--- config.mk ---
export PLATFORM = sky130hd
export DESIGN_NAME = crcp_basis
export DESIGN_NICKNAME = d
export VERILOG_FILES = /design/src/hdl/crcp_pkg.sv /design/src/hdl/crcp_basis.sv
export SDC_FILE = /design/constraint.sdc
export NUM_CORES = 1
export LEC_CHECK = 0
export ABC_AREA = 0
export BUFFER_PORTS_ARGS = -buffer_cell sky130_fd_sc_hd__buf_2
export CAP_MARGIN = 25
export CORE_ASPECT_RATIO = 0.75
export CORE_MARGIN = 2
export CORE_UTILIZATION = 45
export DETAILED_ROUTE_END_ITERATION = 10
export GPL_ROUTABILITY_DRIVEN = 1
export PLACE_DENSITY = 0.63
export SYNTH_ARGS = -nofsm -noshare
export SYNTH_HDL_FRONTEND = slang
export SYNTH_SLANG_ARGS = --single-unit
--- constraint.sdc ---
create_clock -name clk -period 5.6 [get_ports clk]
set_input_delay 0.28 -clock clk [delete_from_list [all_inputs] [get_ports clk]]
set_output_delay 0.28 -clock clk [all_outputs]
set_load 0.1 [all_outputs]
--- src/hdl/crcp_pkg.sv ---
`timescale 1ns / 1ps
// ----------------------------------------------------------------------------
// crcp_pkg
// Shared widths, constants and helpers for the Catmull-Rom curve point block.
// ----------------------------------------------------------------------------
package crcp_pkg;

	localparam int POS_W        = 19;
	localparam int FRAC_W       = 16;
	localparam int SEG_W        = 3;
	localparam int COORD_W      = 16;
	localparam int POINT_W      = 32;
	localparam int REG_COUNT    = 6;
	localparam int CFG_IDX_W    = 3;
	localparam int NUM_POINTS_DEF = 6;
	localparam int NUM_TAPS     = 4;

	// basis weight: signed Q.16, covers -8.0 .. just under +8.0
	localparam int W_W    = 20;
	// coordinate times weight, and the sum of four of them
	localparam int PROD_W = COORD_W + 1 + W_W;
	localparam int SUM_W  = PROD_W + 2;

	typedef logic signed [W_W-1:0]    weight_t;
	typedef logic signed [PROD_W-1:0] prod_t;
	typedef logic signed [SUM_W-1:0]  sum_t;
	typedef logic [COORD_W-1:0]       coord_t;
	typedef logic [POINT_W-1:0]       point_t;

	localparam weight_t W_K2  = 20'sd2;
	localparam weight_t W_K3  = 20'sd3;
	localparam weight_t W_K4  = 20'sd4;
	localparam weight_t W_K5  = 20'sd5;
	localparam weight_t W_TWO = 20'sd131072;

	// Sum is twice the curve value in Q.16: drop 17 bits, clamp to 0..65535.
	function automatic coord_t settle(input sum_t sum);
		coord_t res;
		if (sum[SUM_W-1]) begin
			res = '0;
		end else if (|sum[SUM_W-2:FRAC_W+1+COORD_W]) begin
			res = '1;
		end else begin
			res = sum[FRAC_W+1 +: COORD_W];
		end
		return res;
	endfunction

endpackage

--- src/hdl/crcp_basis.sv ---
`timescale 1ns / 1ps
// ----------------------------------------------------------------------------
// crcp_basis
// Stages 1-3: t^2, t^3, the four basis weights and the neighbor indices.
// ----------------------------------------------------------------------------
module crcp_basis #(
	parameter int NUM_POINTS = crcp_pkg::NUM_POINTS_DEF,
	localparam int IDX_W     = $clog2(NUM_POINTS)
) (
	input  logic                                        clk,
	input  logic                                        arst_n,
	input  logic                                        en,
	input  logic                                        in_valid,
	input  logic [crcp_pkg::POS_W-1:0]                  curve_position,
	output logic                                        valid_s3,
	output crcp_pkg::weight_t [crcp_pkg::NUM_TAPS-1:0]  weight_s3,
	output logic [crcp_pkg::NUM_TAPS-1:0][IDX_W-1:0]    idx_s3
);

	localparam int FW = crcp_pkg::FRAC_W;
	localparam logic [IDX_W-1:0] LAST = IDX_W'(NUM_POINTS - 1);

	logic            valid_s1, valid_s2;
	logic [FW-1:0]   f_s1, f_s2, t2_s1, t2_s2, t3_s2;
	logic [IDX_W-1:0] seg_s1, seg_s2;

	logic [crcp_pkg::SEG_W:0] seg_raw;
	logic [IDX_W-1:0]         seg_mod;
	logic [2*FW-1:0]          sq, cube;
	crcp_pkg::weight_t        fe, t2e, t3e;
	logic [IDX_W-1:0]         p0, p2, p3;

	// segment index wraps once: it is below twice the point count
	always_comb begin
		seg_raw = {1'b0, curve_position[crcp_pkg::POS_W-1:FW]};
		if (seg_raw >= (crcp_pkg::SEG_W + 1)'(NUM_POINTS)) begin
			seg_mod = IDX_W'(seg_raw - (crcp_pkg::SEG_W + 1)'(NUM_POINTS));
		end else begin
			seg_mod = IDX_W'(seg_raw);
		end
	end

	assign sq   = curve_position[FW-1:0] * curve_position[FW-1:0];
	assign cube = t2_s1 * f_s1;

	assign fe  = crcp_pkg::weight_t'({{(crcp_pkg::W_W-FW){1'b0}}, f_s2});
	assign t2e = crcp_pkg::weight_t'({{(crcp_pkg::W_W-FW){1'b0}}, t2_s2});
	assign t3e = crcp_pkg::weight_t'({{(crcp_pkg::W_W-FW){1'b0}}, t3_s2});

	assign p0 = (seg_s2 == '0)   ? LAST : seg_s2 - 1'b1;
	assign p2 = (seg_s2 == LAST) ? '0   : seg_s2 + 1'b1;
	assign p3 = (p2 == LAST)     ? '0   : p2 + 1'b1;

	always_ff @(posedge clk or negedge arst_n) begin
		if (!arst_n) begin
			valid_s1 <= 1'b0;
			valid_s2 <= 1'b0;
			valid_s3 <= 1'b0;
		end else if (en) begin
			valid_s1 <= in_valid;
			valid_s2 <= valid_s1;
			valid_s3 <= valid_s2;
		end
	end

	always_ff @(posedge clk) begin
		if (en) begin
			f_s1   <= curve_position[FW-1:0];
			t2_s1  <= sq[2*FW-1:FW];
			seg_s1 <= seg_mod;

			f_s2   <= f_s1;
			t2_s2  <= t2_s1;
			t3_s2  <= cube[2*FW-1:FW];
			seg_s2 <= seg_s1;

			weight_s3[0] <= crcp_pkg::W_K2 * t2e - t3e - fe;
			weight_s3[1] <= crcp_pkg::W_K3 * t3e - crcp_pkg::W_K5 * t2e + crcp_pkg::W_TWO;
			weight_s3[2] <= crcp_pkg::W_K4 * t2e - crcp_pkg::W_K3 * t3e + fe;
			weight_s3[3] <= t3e - t2e;
			idx_s3[0]    <= p0;
			idx_s3[1]    <= seg_s2;
			idx_s3[2]    <= p2;
			idx_s3[3]    <= p3;
		end
	end

endmodule

# ---- Yosys cells after proc, flatten, opt, wreduce, memory -nomap -nowiden
# Cells that the tools add are included.
dict set report totals {
  register_bits 181
  in_bits 23
  elab_cells 39
}
dict set report classes {
  add_sub_neg 11
  multipliers 4
  magnitude_cmp 1
  eq_ne 2
  n_mux 2
  reduce_logical 1
}
# op n
set ops {}
lappend ops {{16-bit by 16-bit multiplier with 32-bit output} 2}
lappend ops {{19-bit by 17-bit adder with 20-bit output} 1}
lappend ops {{20-bit by 19-bit adder with 20-bit output (second input constant)} 1}
lappend ops {{20-bit subtractor} 1}
lappend ops {{3-bit by 16-bit multiplier with 19-bit output (first input constant)} 1}
lappend ops {{18-bit by 17-bit subtractor with 19-bit output} 1}
lappend ops {{18-bit by 18-bit subtractor with 19-bit output} 1}
lappend ops {{2-bit by 16-bit multiplier with 18-bit output (first input constant)} 1}
lappend ops {{17-bit by 16-bit subtractor with 18-bit output} 1}
lappend ops {{16-bit by 16-bit subtractor with 17-bit output} 1}
lappend ops {{3-bit by 1-bit adder with 3-bit output (second input constant)} 2}
lappend ops {{3-bit equality test (second input constant)} 2}
lappend ops {{3-bit two-way mux} 2}
lappend ops {{3-bit greater-or-equal comparator (second input constant)} 1}
lappend ops {{3-bit logical NOT} 1}
lappend ops {{3-bit by 1-bit subtractor with 3-bit output (second input constant)} 1}
lappend ops {{3-bit subtractor (second input constant)} 1}

# ---- Logic depth before layout (Yosys ltp)
dict set report depth {
  ltp_word 3
  ltp_mapped 25
  mapped_depth_nobuf 25
}

# ---- Worst setup path after synthesis
# OpenSTA, ideal clock, no wires.
dict set report synth_timing {
  path_type {input to register}
  from {input curve_position[1] (netlist bit)}
  to {register t2_s1[14] (data pin)}
  arrival_time_ps 6050
  required_ps 5342
  path_slack_ps -708
  path_stages 22
  cell_sequence {clkbuf_1 -> clkbuf_1 -> nand2_1 -> fa_1 -> fa_1 -> inv_1 -> fa_1 -> fa_1 -> fa_1 -> inv_1 -> fa_1 -> inv_1 -> ha_1 -> and3_1 -> a211oi_1 -> o41a_1 -> a311oi_1 -> o211ai_1 -> o31ai_1 -> o21ai_1 -> nor2b_1 -> xnor2_1}
}
dict set report synth_via {
  elab_chain_len 1
}
# item line
set synth_lines {}
lappend synth_lines {{from (decl)} crcp_basis.sv:14} ;# input logic [crcp_pkg::POS_W-1:0] curve_position,
lappend synth_lines {{16-bit by 16-bit multiplier with 32-bit output} crcp_basis.sv:43} ;# assign sq = curve_position[FW-1:0] * curve_position[FW-1:0];
lappend synth_lines {{net sq[30]} crcp_basis.sv:29} ;# logic [2*FW-1:0] sq, cube;
lappend synth_lines {{to (signal assigned)} crcp_basis.sv:69} ;# t2_s1 <= sq[2*FW-1:FW];
lappend synth_lines {{to (decl)} crcp_basis.sv:24} ;# logic [FW-1:0] f_s1, f_s2, t2_s1, t2_s2, t3_s2;
# The timed path passes the listed nets, and every way through them passes these cells.
# A chain may end at the register's enable or synchronous reset.

# ---- Worst setup path in the final report
dict set report layout_timing {
  from {register f_s1[4]}
  to {register t3_s2[15] (data pin)}
}
dict set report layout_via {
  elab_chain_len 1
}
# item line
set layout_lines {}
lappend layout_lines {{from (decl)} crcp_basis.sv:24}
lappend layout_lines {{from (signal assigned)} crcp_basis.sv:68} ;# f_s1 <= curve_position[FW-1:0];
lappend layout_lines {{16-bit by 16-bit multiplier with 32-bit output} crcp_basis.sv:44} ;# assign cube = t2_s1 * f_s1;
lappend layout_lines {{net cube[31]} crcp_basis.sv:29}
lappend layout_lines {{to (signal assigned)} crcp_basis.sv:74} ;# t3_s2 <= cube[2*FW-1:FW];
lappend layout_lines {{to (decl)} crcp_basis.sv:24}
# The timed path passes the listed nets, and every way through them passes these cells.

==> results.json <==
{
  "outcome": "finished, violations left",
  "violations": "negative setup slack",
  "start_util_pct": 45.6,
  "finalCriticalPeriod_ns": 6.06,
  "hp-start": "in_valid",
  "numCtsBuffers": 17,
  "coreArea_um2": 57500,
  "postLayoutCoreUtil_pct": 53.5,
  "tightestPinTransition_ns": 0.738,
  "critPathTopFamily": "adder cells",
  "drc_errors": 0,
  "hold_ws_ns": 0.0531,
  "slowest_delay_ns": 0.54,
  "reg2reg_depth": 22,
  "cts_buffer_depth": 2,
  "diodes": 0,
  "cp_max_fo": 5,
  "dp.cells": 3724,
  "yosysTopAreaCellShare_pct": 27.6,
  "place.gp.congestion": 0.885,
  "ys.warnings.count": 0,
  "clock-sinks": 175,
  "post_drt_via_cell_ratio": 5.02,
  "fin_nets": 3753,
  "stdcell_count": 3794,
  "io_buffer_count": 115,
  "fillers": 5115,
  "synth-edff-count": 172,
  "synth_ff_type": "edfxtp_1",
  "dieArea_um2": 60200,
  "overflow": 0,
  "hpwl_mm": 51.9,
  "cts_tree": "built",
  "grt_pass1_vias": 20400,
  "wl_per_cell_um": 16.2,
  "synth_area_leaders": "fa_1 28%, edfxtp_1 20%, ha_1 18%",
  "cp_cell_sequence": "buf_6 > and2_4 > fa_1 > inv_2 > fa_2 > fa_2 > inv_2 > fa_2 > fa_1 > inv_1 > fa_1 > inv_2 > ha_4 > nor4_2 > nand4_1 > a221o_1 > or3b_4 > a21oi_4 > a221oi_4 > o211ai_1 > a21oi_1 > xnor2_1",
  "htree_num_levels": 4,
  "slew_violations": 0,
  "syn_inst": 2684,
  "first_pass_iters": 7,
  "track_usage_pct": 21.3,
  "regToRegEndpoint": "t3_s2[15]$_DFFE_PP_",
  "grt_max_degree": 98,
  "antenna_found_initial": 0,
  "fmax_mhz": 165,
  "drt_iter0_markers": 1017,
  "ys_async_sr_fraction_pct": 1.71,
  "crit_required_ns": 5.82,
  "die_w_um": 283,
  "endpoint_kind": "flop",
  "wl_mm": 61.5,
  "slew_headroom_pct": 50.8,
  "drive_above_1_share_pct": 18.0,
  "finClkSkew_ns": 0.0149,
  "synth.most_common_cell": "inv_1",
  "avgSynthCellArea_um2": 9.77,
  "start_kind": "flop",
  "ys_ff_latch": 175,
  "r2r_start": "f_s1[4]$_DFFE_PP_",
  "r2r_slack_ns": -0.46,
  "hold_viol": 0,
  "crit_slowest_cell": "fa_1",
  "ys_seq_area_share_pct": 20.0,
  "pre_cts_ws_ns": -0.701,
  "fin_crit_sh_pct": 108,
  "setup_ws_ns": -0.460,
  "ant_nets": 0,
  "ys_types": 64,
  "rsz0062_at_grt": "true",
  "maxCapViolations": 0,
  "vias": 19100,
  "path_buf_inv": 5,
  "cp.arrival_ns": 6.28,
  "synth_area_um2": 26200,
  "hold_path_class": "input port to flop",
  "syn-num-nets": 3436,
  "ys_top_cells_by_count": "568 x inv_1, 368 x ha_1, 361 x fa_1, 260 x nand2_1, 172 x edfxtp_1",
  "ios": 116,
  "crit_type": "flop to flop",
  "hold_path_end": "valid_s1$_DFFE_PN0P_",
  "cts-root-buf": "clkbuf_16",
  "area_growth_pct": 17.3,
  "clock_latency_ns": 0.47,
  "grt_pass1_wl_mm": 102,
  "die_y_um": 213,
  "hold_depth": 2,
  "setup_viol": 12,
  "clk_pin_slew_ns": 0.08,
  "rows": 76,
  "synth_top_area_cell": "fa_1"
}
[cell families after synthesis]
group,synth area share [%]
adders and majority gates,45.1
and+or+nand+nor,12.7
buffers and inverters,9.05
AOI/OAI and AO/OA,7.89
DFF,20.0
xor gates and xnor gates,4.98
muxes,0.258
[routing by layer]
layer	global-route usage [%]	part of all wire, %	vias to the layer above
li1	-	-	9219
met1	29.4	47	9372
met3	3.30	4.7	60
met2	35.5	47	402
met5	0	0	-
met4	4.49	1.3	0
[layout by cell type, fill, tap and decap left out, types with 22 or more instances in the layout]
cell / netlist / routed
xnor2_1: 107 / 103
inv_1: 568 / 542
buf_4: 6 / 211
nor2b_1: 24 / 22
nand3_1: 30 / 28
a21oi_1: 102 / 88
fa_1: 361 / 342
buf_6: 0 / 27
a21o_1: 45 / 45
nor2_1: 97 / 90
buf_2: 0 / 103
nor3_1: 35 / 34
nand2_1: 260 / 251
inv_2: 0 / 25
xor2_1: 42 / 41
ha_1: 368 / 354
o21ai_0: 52 / 47
and2_1: 167 / 151
edfxtp_1: 172 / 172
[registers in the layout (all words and copies together), names as in the netlist, 12 cells and up]
signal     flops
f_s1          16
weight_s3     74
t3_s2         16
t2_s2         16
f_s2          16
idx_s3        12
t2_s1         16
[worst reg2reg max path, delay by kind of cell (launching register included)]
kind | cells | cell delay, ns
AO/OA/AOI/OAI | 5 | 1.00
XOR/XNOR | 1 | 0.10
adder cells (fa/ha/maj) | 7 | 3.10
buffers and inverters | 5 | 0.38
flip-flops | 1 | 0.45
AND/OR/NAND/NOR | 4 | 0.76
[what timing repair did]
| item | CTS | global route |
|---|---|---|
| hold buffers | 2 | 0 |
| pin swaps | 30 | 42 |
| buffers inserted | 21 | 16 |
| gates cloned | 0 | 1 |
| hold endpoints to repair | 4 | 0 |
| gates resized for setup | 49 | 114 |
| setup endpoints to repair | 27 | 30 |
[through the flow]
stage / cell area, um2 / setup TNS (ns)
6_report: 30800 / -3.01
3_5_place_dp: 29300 / -11.16
5_1_grt: 30800 / -6.23
4_1_cts: 30200 / -3.09
3_3_place_gp: 29300 / -8.26
2_1_floorplan: 26600 / -0.731
[cell type report]
type	count	area (um2)	share of cell area [%]
Multi-Input combinational cell	1884	19200	62.5
Sequential cell	175	5240	17.0
Timing Repair Buffer	355	2600	8.44
Inverter	568	2130	6.94
Tap cell	780	976	3.17
Clock buffer	17	425	1.38
Clock inverter	15	165	0.537
[how the worst max path moves through the flow]
| stage | end | cells past startpoint | slack (ns) | start |
|---|---|---|---|---|
| 6_report | t3_s2[15]$_DFFE_PP_ | 22 | -0.46 | f_s1[4]$_DFFE_PP_ |
| 5_1_grt | t3_s2[15]$_DFFE_PP_ | 22 | -0.67 | f_s1[4]$_DFFE_PP_ |
| 4_1_cts | t3_s2[15]$_DFFE_PP_ | 22 | -0.48 | f_s1[4]$_DFFE_PP_ |
| 3_5_place_dp | t2_s1[14]$_DFFE_PP_ | 24 | -0.70 | curve_position[9] |
| 3_3_place_gp | t2_s1[14]$_DFFE_PP_ | 24 | -0.58 | curve_position[9] |
| 2_1_floorplan | t3_s2[15]$_DFFE_PP_ | 22 | -0.20 | f_s1[4]$_DFFE_PP_ |
Power is left out: the tool's default activity adds up to more than one toggle a clock period on the data nets, which glitch-free logic cannot reach.
