--- src/hdl/crcp_pkg.sv ---
`timescale 1ns / 1ps
// ----------------------------------------------------------------------------
// crcp_pkg
// Shared widths, constants and helpers for the Catmull-Rom curve point block.
// ----------------------------------------------------------------------------
package crcp_pkg;

	localparam int POS_W        = 19;
	localparam int FRAC_W       = 16;
	localparam int SEG_W        = 3;
	localparam int COORD_W      = 16;
	localparam int POINT_W      = 32;
	localparam int REG_COUNT    = 6;
	localparam int CFG_IDX_W    = 3;
	localparam int NUM_POINTS_DEF = 6;
	localparam int NUM_TAPS     = 4;

	// basis weight: signed Q.16, covers -8.0 .. just under +8.0
	localparam int W_W    = 20;
	// coordinate times weight, and the sum of four of them
	localparam int PROD_W = COORD_W + 1 + W_W;
	localparam int SUM_W  = PROD_W + 2;

	typedef logic signed [W_W-1:0]    weight_t;
	typedef logic signed [PROD_W-1:0] prod_t;
	typedef logic signed [SUM_W-1:0]  sum_t;
	typedef logic [COORD_W-1:0]       coord_t;
	typedef logic [POINT_W-1:0]       point_t;

	localparam weight_t W_K2  = 20'sd2;
	localparam weight_t W_K3  = 20'sd3;
	localparam weight_t W_K4  = 20'sd4;
	localparam weight_t W_K5  = 20'sd5;
	localparam weight_t W_TWO = 20'sd131072;

	// Sum is twice the curve value in Q.16: drop 17 bits, clamp to 0..65535.
	function automatic coord_t settle(input sum_t sum);
		coord_t res;
		if (sum[SUM_W-1]) begin
			res = '0;
		end else if (|sum[SUM_W-2:FRAC_W+1+COORD_W]) begin
			res = '1;
		end else begin
			res = sum[FRAC_W+1 +: COORD_W];
		end
		return res;
	endfunction

endpackage

--- src/hdl/crcp_point_regs.sv ---
`timescale 1ns / 1ps
// ----------------------------------------------------------------------------
// crcp_point_regs
// Control point registers, written through the configuration port.
// ----------------------------------------------------------------------------
module crcp_point_regs #(
	parameter int NUM_POINTS = crcp_pkg::NUM_POINTS_DEF
) (
	input  logic                             clk,
	input  logic                             arst_n,
	input  logic                             wr_en,
	input  logic [crcp_pkg::CFG_IDX_W-1:0]   index,
	input  crcp_pkg::point_t                 data,
	output crcp_pkg::point_t [NUM_POINTS-1:0] points
);

	crcp_pkg::point_t [NUM_POINTS-1:0] points_q;

	// writes to registers past the curve's point count are dropped
	always_ff @(posedge clk or negedge arst_n) begin
		if (!arst_n) begin
			points_q <= '0;
		end else if (wr_en) begin
			for (int i = 0; i < NUM_POINTS; i++) begin
				if (index == crcp_pkg::CFG_IDX_W'(i)) begin
					points_q[i] <= data;
				end
			end
		end
	end

	assign points = points_q;

endmodule

--- config.mk ---
export PLATFORM = sky130hd
export DESIGN_NAME = crcp_point_regs
export DESIGN_NICKNAME = d
export VERILOG_FILES = /design/src/hdl/crcp_pkg.sv /design/src/hdl/crcp_point_regs.sv
export SDC_FILE = /design/constraint.sdc
export NUM_CORES = 1
export LEC_CHECK = 0
export ABC_AREA = 1
export BUFFER_PORTS_ARGS = -buffer_cell sky130_fd_sc_hd__buf_2
export CELL_PAD_IN_SITES_DETAIL_PLACEMENT = 0
export CELL_PAD_IN_SITES_GLOBAL_PLACEMENT = 1
export CORE_ASPECT_RATIO = 1.5
export CORE_MARGIN = 8
export CORE_UTILIZATION = 37
export DETAILED_ROUTE_END_ITERATION = 8
export GPL_TIMING_DRIVEN = 1
export PLACE_DENSITY = 0.84
export SLEW_MARGIN = 20
export SYNTH_ARGS = -nofsm -noshare
export SYNTH_HDL_FRONTEND = slang
export SYNTH_SLANG_ARGS = --single-unit
--- constraint.sdc ---
create_clock -name clk -period 0.8 [get_ports clk]
set_clock_uncertainty 0.1 [all_clocks]
set_input_delay 0.12 -clock clk [delete_from_list [all_inputs] [get_ports clk]]
set_output_delay 0.12 -clock clk [all_outputs]
set_load 0.03 [all_outputs]
* Word level (Yosys, flattened, before mapping)
Cells that the tools add are included.
** Operators by class
- Reduce and logical (&&, ||, !) cells :: 7
- Bitwise operators :: 0
- Shift-type cells :: 0
- Multiplexer cells :: 0
- Equality and inequality tests :: 5
- Div/mod/pow operators :: 0
- Add/subtract/negate cells :: 0
- Multipliers :: 0
- Order comparisons :: 0
** Operator list (number)
- AND reduction 2 bit :: 6
- == test 3 x 2 -> 1 bit (second input constant) :: 2
- == test 3 bit (second input constant) :: 2
- == test 3 x 1 -> 1 bit (second input constant) :: 1
- zero test 3 bit :: 1
** Storage, ports and cells
- Memory bits (read-only) :: 0
- Memory bits (writable) :: 0
- Logic and storage cells :: 18
- Bits in registers :: 192
- Input bits :: 38
- Memories kept :: 0
- Output and inout bits :: 192
- Bits in latches :: 0

* Depth between registers and ports, before layout
Gate-level depths: netlist (run 1).
- Word-level depth :: 2
- Mapped depth :: 6
- Depth with buffers taken out :: 5

* Worst setup path after synthesis (run 1)
Ideal clock, no wire load.
- Kind :: input -> register
- Start point :: input port wr_en
- End point :: register points_q (netlist bit points[43])
- Cell stages on the path :: 6
- Data arrival time :: 0.813 ns
- Slack :: -0.179 ns
- Required time :: 0.634 ns
- Cells stage by stage :: inv_2 -> nor2_4 -> buf_2 -> buf_2 -> nand3_1 -> nand2_1
** On the way
- Word-level cells in the longest chain between the ends :: 1
** RTL lines
- start: declaration :: RTL line crcp_point_regs.sv:11 : input logic wr_en,
- AND reduction 2 bit (no line)
- end signal: indexed assignment :: RTL line crcp_point_regs.sv:26 : points_q[i] <= data;
- end: declaration :: RTL line crcp_point_regs.sv:17 : crcp_pkg::point_t [NUM_POINTS-1:0] points_q;
No other way between the ends.
A chain may end at the register's enable or synchronous reset.

* Final worst setup path (run 1)
- Start point :: register points_q (netlist bit points[113])
- End point :: output port points[113] in the netlist's numbering
** RTL lines
- end: declaration :: RTL line crcp_point_regs.sv:14 : output crcp_pkg::point_t [NUM_POINTS-1:0] points
No word-level cell between the ends.

==> impl_metrics.ini, run 1 <==
[status]
status = complete, but fails checks
violations = setup timing

[clock_tree]
cts_tree = done
clock_path_buffers = 2
path_clk_slew_ps = 80
clock_latency_ps = 430
h-tree-depth = 4
cts_made_buffers = 17
root_buffer = clkbuf_16
numClockSinks = 192

[critical_path]
cp-end-kind = primary output
critPathKind = reg2out
critPathArrivalTime_ps = 1020
cp.required_ps = 580
slowest_stage = dfrtp_1
cp-start-kind = register
critical_path.top_delay_family = flip-flops
crit_buf_inv = 1
crit_chain = buf_6
crit_path_max_fanout = 2
cpPeakStageDelay_ps = 430

[global_route]
grt_max_degree = 55
grt_pass1_vias = 7521
overflow = 0
grt_pass1_wl_mm = 42.64
antenna_found_initial = 2
grtUsageTotal_pct = 21.78

[power_and_ir_drop]
p_sw_mw = 12.67
clkPwrFrac_pct = 24.3
p_sw_share_pct = 36.35
vdd_drop_max_mv = 1.270
p_seq_share_pct = 37.9
totalPowerFinal_mw = 34.84
cellLeakagePower_nw = 6.612
p_comb_share_pct = 37.8
p_per_area_nw_per_um2 = 2764
p_int_mw = 22.18

[cells_and_area]
largest_reg_flops = 192
final_cell_area_um2 = 12610
nets = 1247
fillers = 1547
seq_area_um2 = 4852
drive_gt1_share_pct = 43.29
layout_commonest_cell = nand2_1
final_cells = 1483
synthToLayoutAreaGrowth_pct = 69.49
final_cell_mix = nand2_1, buf_6, dfrtp_1
multi_input_area_um2 = 2638

[floorplan]
initial_core_util_pct = 37.60
fp-row-count = 63
fp.dieArea_um2 = 24990
die_w_um = 131.8
die_h_um = 189.7
core_area_um2 = 19790
io_pins = 230

[drt]
num_vias = 7289
viasPerCell = 4.915
wl_per_cell_um = 19.35
antenna_left = 0
drc = 0
routed_wirelength_mm = 28.69
drt_iter0_drc = 457
first_pass_iters = 4

[place]
hpwl_mm = 18.12
gp_congestion = 0.7950
dpl-instance-area_um2 = 9328
port_buffers = 229
placed_cells = 1325

[timing]
min_period_ps = 1243
slew_headroom_pct = 81.15
holdWs_ps = 35.11
fin_ws_ps = -442.8
period_share_pct = 155.4
max_slew.worst_pin.slew_ps = 282.7
setup_viol = 283
slew_violations = 0
fmax_mhz = 804.6
finalHoldViolCount = 0
rsz0062_at_grt = yes

[synth]
ys_warn_count = 0
syn-num-nets = 878
synth_cells = 840
yosysSeqAreaShare_pct = 64.59
synth.avg_cell_area_um2 = 8.855
netlist_area_um2 = 7438
yosysUniqueCellTypes = 11
ys_ff_latch = 192

[min_path]
hold_path.class = in2async

[run]
drv_cap = 0
[routing by layer]
metal	up-vias	share of wire, %	track usage, %
li1	3376	-	-
met5	-	0.035	0
met2	300	51	36.85
met3	80	6.6	6.415
met1	3531	37	23.75
met4	2	5.3	13.48
[Yosys cell counts (all sizes together)]
master | number | area [um^2]
nand2 | 458 | 1719
dfrtp | 192 | 4805
nor2 | 6 | 32.53
nand3 | 128 | 640.6
inv | 6 | 22.52
clkbuf | 24 | 90.09
buf | 26 | 128.9
[worst paths after layout]
path                                  start           to  slack [ps]  cells after the start
worst max-delay path            points[113]  points[113]        -440                      1
worst min-delay path                 arst_n   points[63]          40                      2
worst max register to register   points[18]   points[18]        -190                      4
worst min register to register  points[132]  points[132]         390                      2
max in group asynchronous            arst_n  points[191]          80                      3
min in group clk                   index[2]   points[21]         130                      6
[power groups by stage]
stage | registers (mW) | logic [mW] | clock network (mW)
finish | 13.2 | 13.2 | 8.46
global route | 13.4 | 13.9 | 8.95
CTS | 13.0 | 12.0 | 8.56
detailed placement | 12.8 | 8.79 | 0
global placement | 12.8 | 8.66 | 0
floorplan | 16.4 | 1.72 | 0
[cells by family (layout without fill, tap and decap cells)]
group	after synthesis	count (layout)	share of synthesized area [%]
buffers and inverters	56	438	3.246
other	0	1	0
flip-flops	192	192	64.59
AND/OR/NAND/NOR	592	592	32.16
[through the flow]
stage	util (%)	setup WS [ps]	TNS (ps)
after floorplan	-	-119.5	-15670
after global placement	47.14	-394.3	-65570
after detailed placement	47.14	-415.1	-68520
after CTS	60.34	-457.5	-82900
after global routing	63.72	-470.2	-89980
final	63.72	-442.8	-82320
[what timing repair did]
action,in CTS,in global routing
hold buffers,33,0
endpoints found under the hold margin,384,0
buffers inserted,61,51
endpoints found under the setup margin,192,271
pin swaps,11,36
gates resized for setup,399,143
[layout make-up]
class | count | share of cell area (%)
diodes | 1 | 0.01985
clock buffers | 19 | 3.593
clock inverters | 13 | 1.012
inverters | 6 | 0.2580
multi-input cells | 592 | 20.92
flip-flops and latches | 192 | 38.49
well taps | 260 | 2.580
repair buffers | 400 | 33.13
No activity file was read; power rests on OpenSTA's default activity.
==> run 2: changes to the inputs <==
--- a/config.mk
+++ b/config.mk
@@ -6,6 +6,7 @@
 export NUM_CORES = 1
 export LEC_CHECK = 0
 export ABC_AREA = 1
+export ABC_CLOCK_PERIOD_IN_PS = 800
 export BUFFER_PORTS_ARGS = -buffer_cell sky130_fd_sc_hd__buf_2
 export CELL_PAD_IN_SITES_DETAIL_PLACEMENT = 0
 export CELL_PAD_IN_SITES_GLOBAL_PLACEMENT = 1
@@ -14,7 +15,7 @@
 export CORE_UTILIZATION = 37
 export DETAILED_ROUTE_END_ITERATION = 8
 export GPL_TIMING_DRIVEN = 1
-export PLACE_DENSITY = 0.84
+export PLACE_DENSITY = 0.83
 export SLEW_MARGIN = 20
 export SYNTH_ARGS = -nofsm -noshare
 export SYNTH_HDL_FRONTEND = slang
==> impl_metrics.ini, run 2 (same netlist as run 1, synthesis figures left out) <==
[status]
status = complete, but fails checks
violations = hold timing, setup timing

[clock_tree]
cts_tree = done
clock_path_buffers = 2
cts_made_buffers = 17
clock_latency_ps = 420
root_buffer = clkbuf_16
h-tree-depth = 4
numClockSinks = 192
hold_buffers = 33
path_clk_slew_ps = 80

[floorplan]
die_w_um = 131.8
core_area_um2 = 19790
fp-row-count = 63
initial_core_util_pct = 37.60
fp.dieArea_um2 = 24990
io_pins = 230
die_h_um = 189.7

[drt]
viasPerCell = 4.900
routed_wirelength_mm = 28.74
drc = 0
antenna_left = 0
wl_per_cell_um = 19.32
first_pass_iters = 5
num_vias = 7291
drt_iter0_drc = 486

[place]
gp_congestion = 0.8332
port_buffers = 229
placed_cells = 1325
dpl-instance-area_um2 = 9403
hpwl_mm = 18.14

[critical_path]
slowest_stage = dfrtp_1
cp-start-kind = register
cp-end-kind = primary output
critPathKind = reg2out
r2r_slack_ps = -140
cpPeakStageDelay_ps = 440
critPathArrivalTime_ps = 1040
critical_path.top_delay_family = flip-flops
crit_buf_inv = 1
cp.required_ps = 580
crit_chain = buf_6
crit_path_max_fanout = 2

[power_and_ir_drop]
p_sw_share_pct = 36.45
p_sw_mw = 12.76
vdd_drop_max_mv = 1.416
p_per_area_nw_per_um2 = 2721
totalPowerFinal_mw = 35.00
p_seq_share_pct = 37.8
clkPwrFrac_pct = 24.3
cellLeakagePower_nw = 6.722
p_comb_share_pct = 37.9
p_int_mw = 22.24

[global_route]
overflow = 0
grt_pass1_vias = 7308
grt_max_degree = 44
grtUsageTotal_pct = 21.54
grt_pass1_wl_mm = 41.99
antenna_found_initial = 0

[timing]
setup_viol = 287
period_share_pct = 157.0
min_period_ps = 1256
holdWs_ps = -6.470
slew_headroom_pct = 81.39
finalHoldViolCount = 2
rsz0062_at_grt = yes
fmax_mhz = 796.1
fin_ws_ps = -456.1
max_slew.worst_pin.slew_ps = 279.1
slew_violations = 0

[min_path]
hold_path.class = in2async

[cells_and_area]
largest_reg_flops = 192
antennaDiodeCount = 0
drive_gt1_share_pct = 43.81
postLayoutCoreUtil_pct = 65.02
layout_commonest_cell = nand2_1
final_cells = 1488
nets = 1253
final_cell_mix = nand2_1, buf_6, dfrtp_1
final_cell_area_um2 = 12860
synthToLayoutAreaGrowth_pct = 72.94
fillers = 1494

[run]
drv_cap = 0
run 2: changes by cell type in the layout (fill, tap and decap cells not counted), moves of 3 or more:
cell,before,now
buf_12,15,22
buf_4,60,54
nand2_4,2,8
nand2_1,378,373
buf_8,0,3
clkbuf_16,17,20
inv_8,1,4
run 2: worst paths after layout:
check | startpoint | end | cells after the start
setup / recovery | points[5] | points[5] | 1
hold / removal | arst_n | points[43] | 2
setup reg to reg | points[96] | points[96] | 4
hold reg to reg | points[141] | points[141] | 2
max in group asynchronous | arst_n | points[132] | 4
min in group clk | index[1] | points[43] | 5
run 2: layout make-up:
class                      count  area (um^2)  share of cell area, %
clock buffer                  18        439.2                  3.414
clock inverter                14        146.4                  1.138
inverter                       6        32.53                 0.2529
multi-input combinational    592         2689                  20.90
sequential                   192         4852                  37.72
tap                          260        325.3                  2.529
timing repair buffer         406         4379                  34.04
run 2: stage by stage:
| stage | worst slack, ps | setup TNS (ps) |
|---|---|---|
| 6_report | -456.1 | -79930 |
| 2_1_floorplan | -119.5 | -15670 |
| 3_5_place_dp | -453.7 | -71820 |
| 3_3_place_gp | -427.9 | -67940 |
| 5_1_grt | -492.8 | -89650 |
| 4_1_cts | -462.4 | -81650 |
run 2: repair_timing:
item,4_1_cts,5_1_grt
setup buffers,56,54
setup endpoints to repair,192,291
gates resized for setup,394,163
cloned,0,3
pin swaps,5,50
hold endpoints to repair,384,5
run 2: per-layer routing:
metal  share of wire [%]  vias to the layer above  track usage, %
li1                    -                     3385               -
met1                  38                     3536           24.37
met2                  52                      310           36.37
met3                 5.6                       60           5.359
met4                 4.4                        0           12.86
met5                   0                        -               0
run 2: power by group through the flow:
stage	Sequential, mW	Clock [mW]	Combinational (mW)
2_1_floorplan	16.4	0	1.72
3_3_place_gp	12.8	0	8.70
3_5_place_dp	12.8	0	8.83
4_1_cts	13.1	8.64	11.9
5_1_grt	13.4	9.13	14.0
6_report	13.2	8.51	13.3
==> run 3: changes to the inputs <==
--- a/config.mk
+++ b/config.mk
@@ -6,7 +6,7 @@
 export NUM_CORES = 1
 export LEC_CHECK = 0
 export ABC_AREA = 1
-export ABC_CLOCK_PERIOD_IN_PS = 800
+export ABC_CLOCK_PERIOD_IN_PS = 1200
 export BUFFER_PORTS_ARGS = -buffer_cell sky130_fd_sc_hd__buf_2
 export CELL_PAD_IN_SITES_DETAIL_PLACEMENT = 0
 export CELL_PAD_IN_SITES_GLOBAL_PLACEMENT = 1
==> constraint.sdc (replaced) <==
create_clock -name clk -period 1.2 [get_ports clk]
set_clock_uncertainty 0.1 [all_clocks]
set_input_delay 0.18 -clock clk [delete_from_list [all_inputs] [get_ports clk]]
set_output_delay 0.18 -clock clk [all_outputs]
set_load 0.03 [all_outputs]
==> impl_metrics.ini, run 3 (same netlist as run 1, synthesis figures left out) <==
[drt]
num_vias = 7329
viasPerCell = 4.899
wl_per_cell_um = 18.58
routed_wirelength_mm = 27.79
drc = 0
antenna_left = 0
drt_iter0_drc = 546
first_pass_iters = 5

[global_route]
grtUsageTotal_pct = 21.75
overflow = 0
grt_max_degree = 44
grt_pass1_wl_mm = 42.55
grt_pass1_vias = 7382
antenna_found_initial = 0

[clock_tree]
clock_latency_ps = 420
numClockSinks = 192
clock_path_buffers = 2
h-tree-depth = 4
cts_tree = done
cts_made_buffers = 17
path_clk_slew_ps = 70
root_buffer = clkbuf_16

[power_and_ir_drop]
p_per_area_nw_per_um2 = 1882
p_int_mw = 14.96
p_sw_share_pct = 35.12
vdd_drop_max_mv = 1.217
p_comb_share_pct = 36.7
totalPowerFinal_mw = 23.06
p_sw_mw = 8.098
clkPwrFrac_pct = 25.5
p_seq_share_pct = 37.7
cellLeakagePower_nw = 6.681

[timing]
period_share_pct = 108.0
slew_violations = 0
holdWs_ps = 56.05
slew_headroom_pct = 77.13
min_period_ps = 1296
rsz0062_at_grt = yes
fmax_mhz = 771.6
fin_ws_ps = -96.01
finalHoldViolCount = 0
max_slew.worst_pin.slew_ps = 343.0
setup_viol = 192

[cells_and_area]
final_cell_mix = nand2_1, buf_6, dfrtp_1
fillers = 1580
antennaDiodeCount = 0
largest_reg_flops = 192
final_cell_area_um2 = 12250
layout_commonest_cell = nand2_1
final_cells = 1496
synthToLayoutAreaGrowth_pct = 64.69
drive_gt1_share_pct = 34.06
nets = 1261

[critical_path]
ff2ff_path_depth = 4
cp-end-kind = primary output
crit_chain = buf_6
worstSetupEndpoint = points[21]
critPathArrivalTime_ps = 1020
regToRegEndpoint = points[72]
slowest_stage = dfrtp_1
crit_cells = 1
critPathKind = reg2out
critical_path.top_delay_family = flip-flops
cp-start-kind = register
cp.required_ps = 920
r2r_start = points[72]
cpPeakStageDelay_ps = 430
r2r_slack_ps = 190
crit_path_max_fanout = 2
critPathLaunch = points[21]
crit_buf_inv = 1

[floorplan]
core_area_um2 = 19790
io_pins = 230
fp.dieArea_um2 = 24990
initial_core_util_pct = 37.60
fp-row-count = 63
die_h_um = 189.7
die_w_um = 131.8

[place]
dpl-instance-area_um2 = 9240
gp_congestion = 0.8214
placed_cells = 1316
port_buffers = 229
hpwl_mm = 17.87

[status]
status = complete, but fails checks
violations = setup timing

[min_path]
hold_path.class = in2reg

[run]
drv_cap = 0
run 3: area by class of cell:
class | instances | area, um^2 | area share (%)
clock buffers | 21 | 460.4 | 3.759
repair buffers | 414 | 4065 | 33.18
flip-flops and latches | 192 | 4805 | 39.22
inverters | 6 | 22.52 | 0.1838
well taps | 260 | 325.3 | 2.655
clock inverters | 11 | 155.1 | 1.266
multi-input cells | 592 | 2417 | 19.73
run 3: through the flow:
step | util [%] | setup WS, ps | TNS [ps]
CTS | 59.83 | -108.9 | -12440
global route | 61.92 | -122.0 | -15460
detailed placement | 46.70 | -20.72 | -360.3
global placement | 46.70 | -0.9045 | -1.363
floorplan | - | 160.9 | 0
finish | 61.92 | -96.01 | -9586
run 3: repair_timing:
item,in CTS,in global routing
hold endpoints to repair,367,0
endpoints found under the setup margin,192,192
setup buffers,60,55
gates resized for setup,384,0
hold buffers,33,0
run 3: metal layers:
metal | share of wire, % | global-route usage (%) | vias to the layer above
met4 | 4.8 | 11.66 | 0
met1 | 39 | 24.86 | 3570
met2 | 51 | 37.38 | 295
li1 | - | - | 3395
met3 | 5.6 | 4.910 | 69
met5 | 0 | 0 | -
run 3: worst min-delay path by stage:
| stage | start | to | slack (ps) | cells past startpoint |
|---|---|---|---|---|
| after floorplan | arst_n | points[0] | -220 | 0 |
| after global placement | arst_n | points[120] | 20 | 1 |
| after detailed placement | arst_n | points[120] | 20 | 1 |
| after CTS | index[1] | points[30] | 40 | 4 |
| after global routing | index[1] | points[30] | 100 | 4 |
| final | index[1] | points[30] | 60 | 4 |
run 3: worst reg2reg max path: stages (launching register included):
cell and delay (ps):
dfrtp_1 390, buf_4 140, buf_4 130, nand2_1 80, nand2_1 60
run 3: power by group through the flow:
stage	Combinational [mW]	Sequential (mW)	Clock, mW
floorplan	1.11	10.9	0
global placement	5.78	8.50	0
detailed placement	5.87	8.50	0
CTS	7.95	8.67	5.98
global route	8.94	8.80	6.30
finish	8.47	8.70	5.89
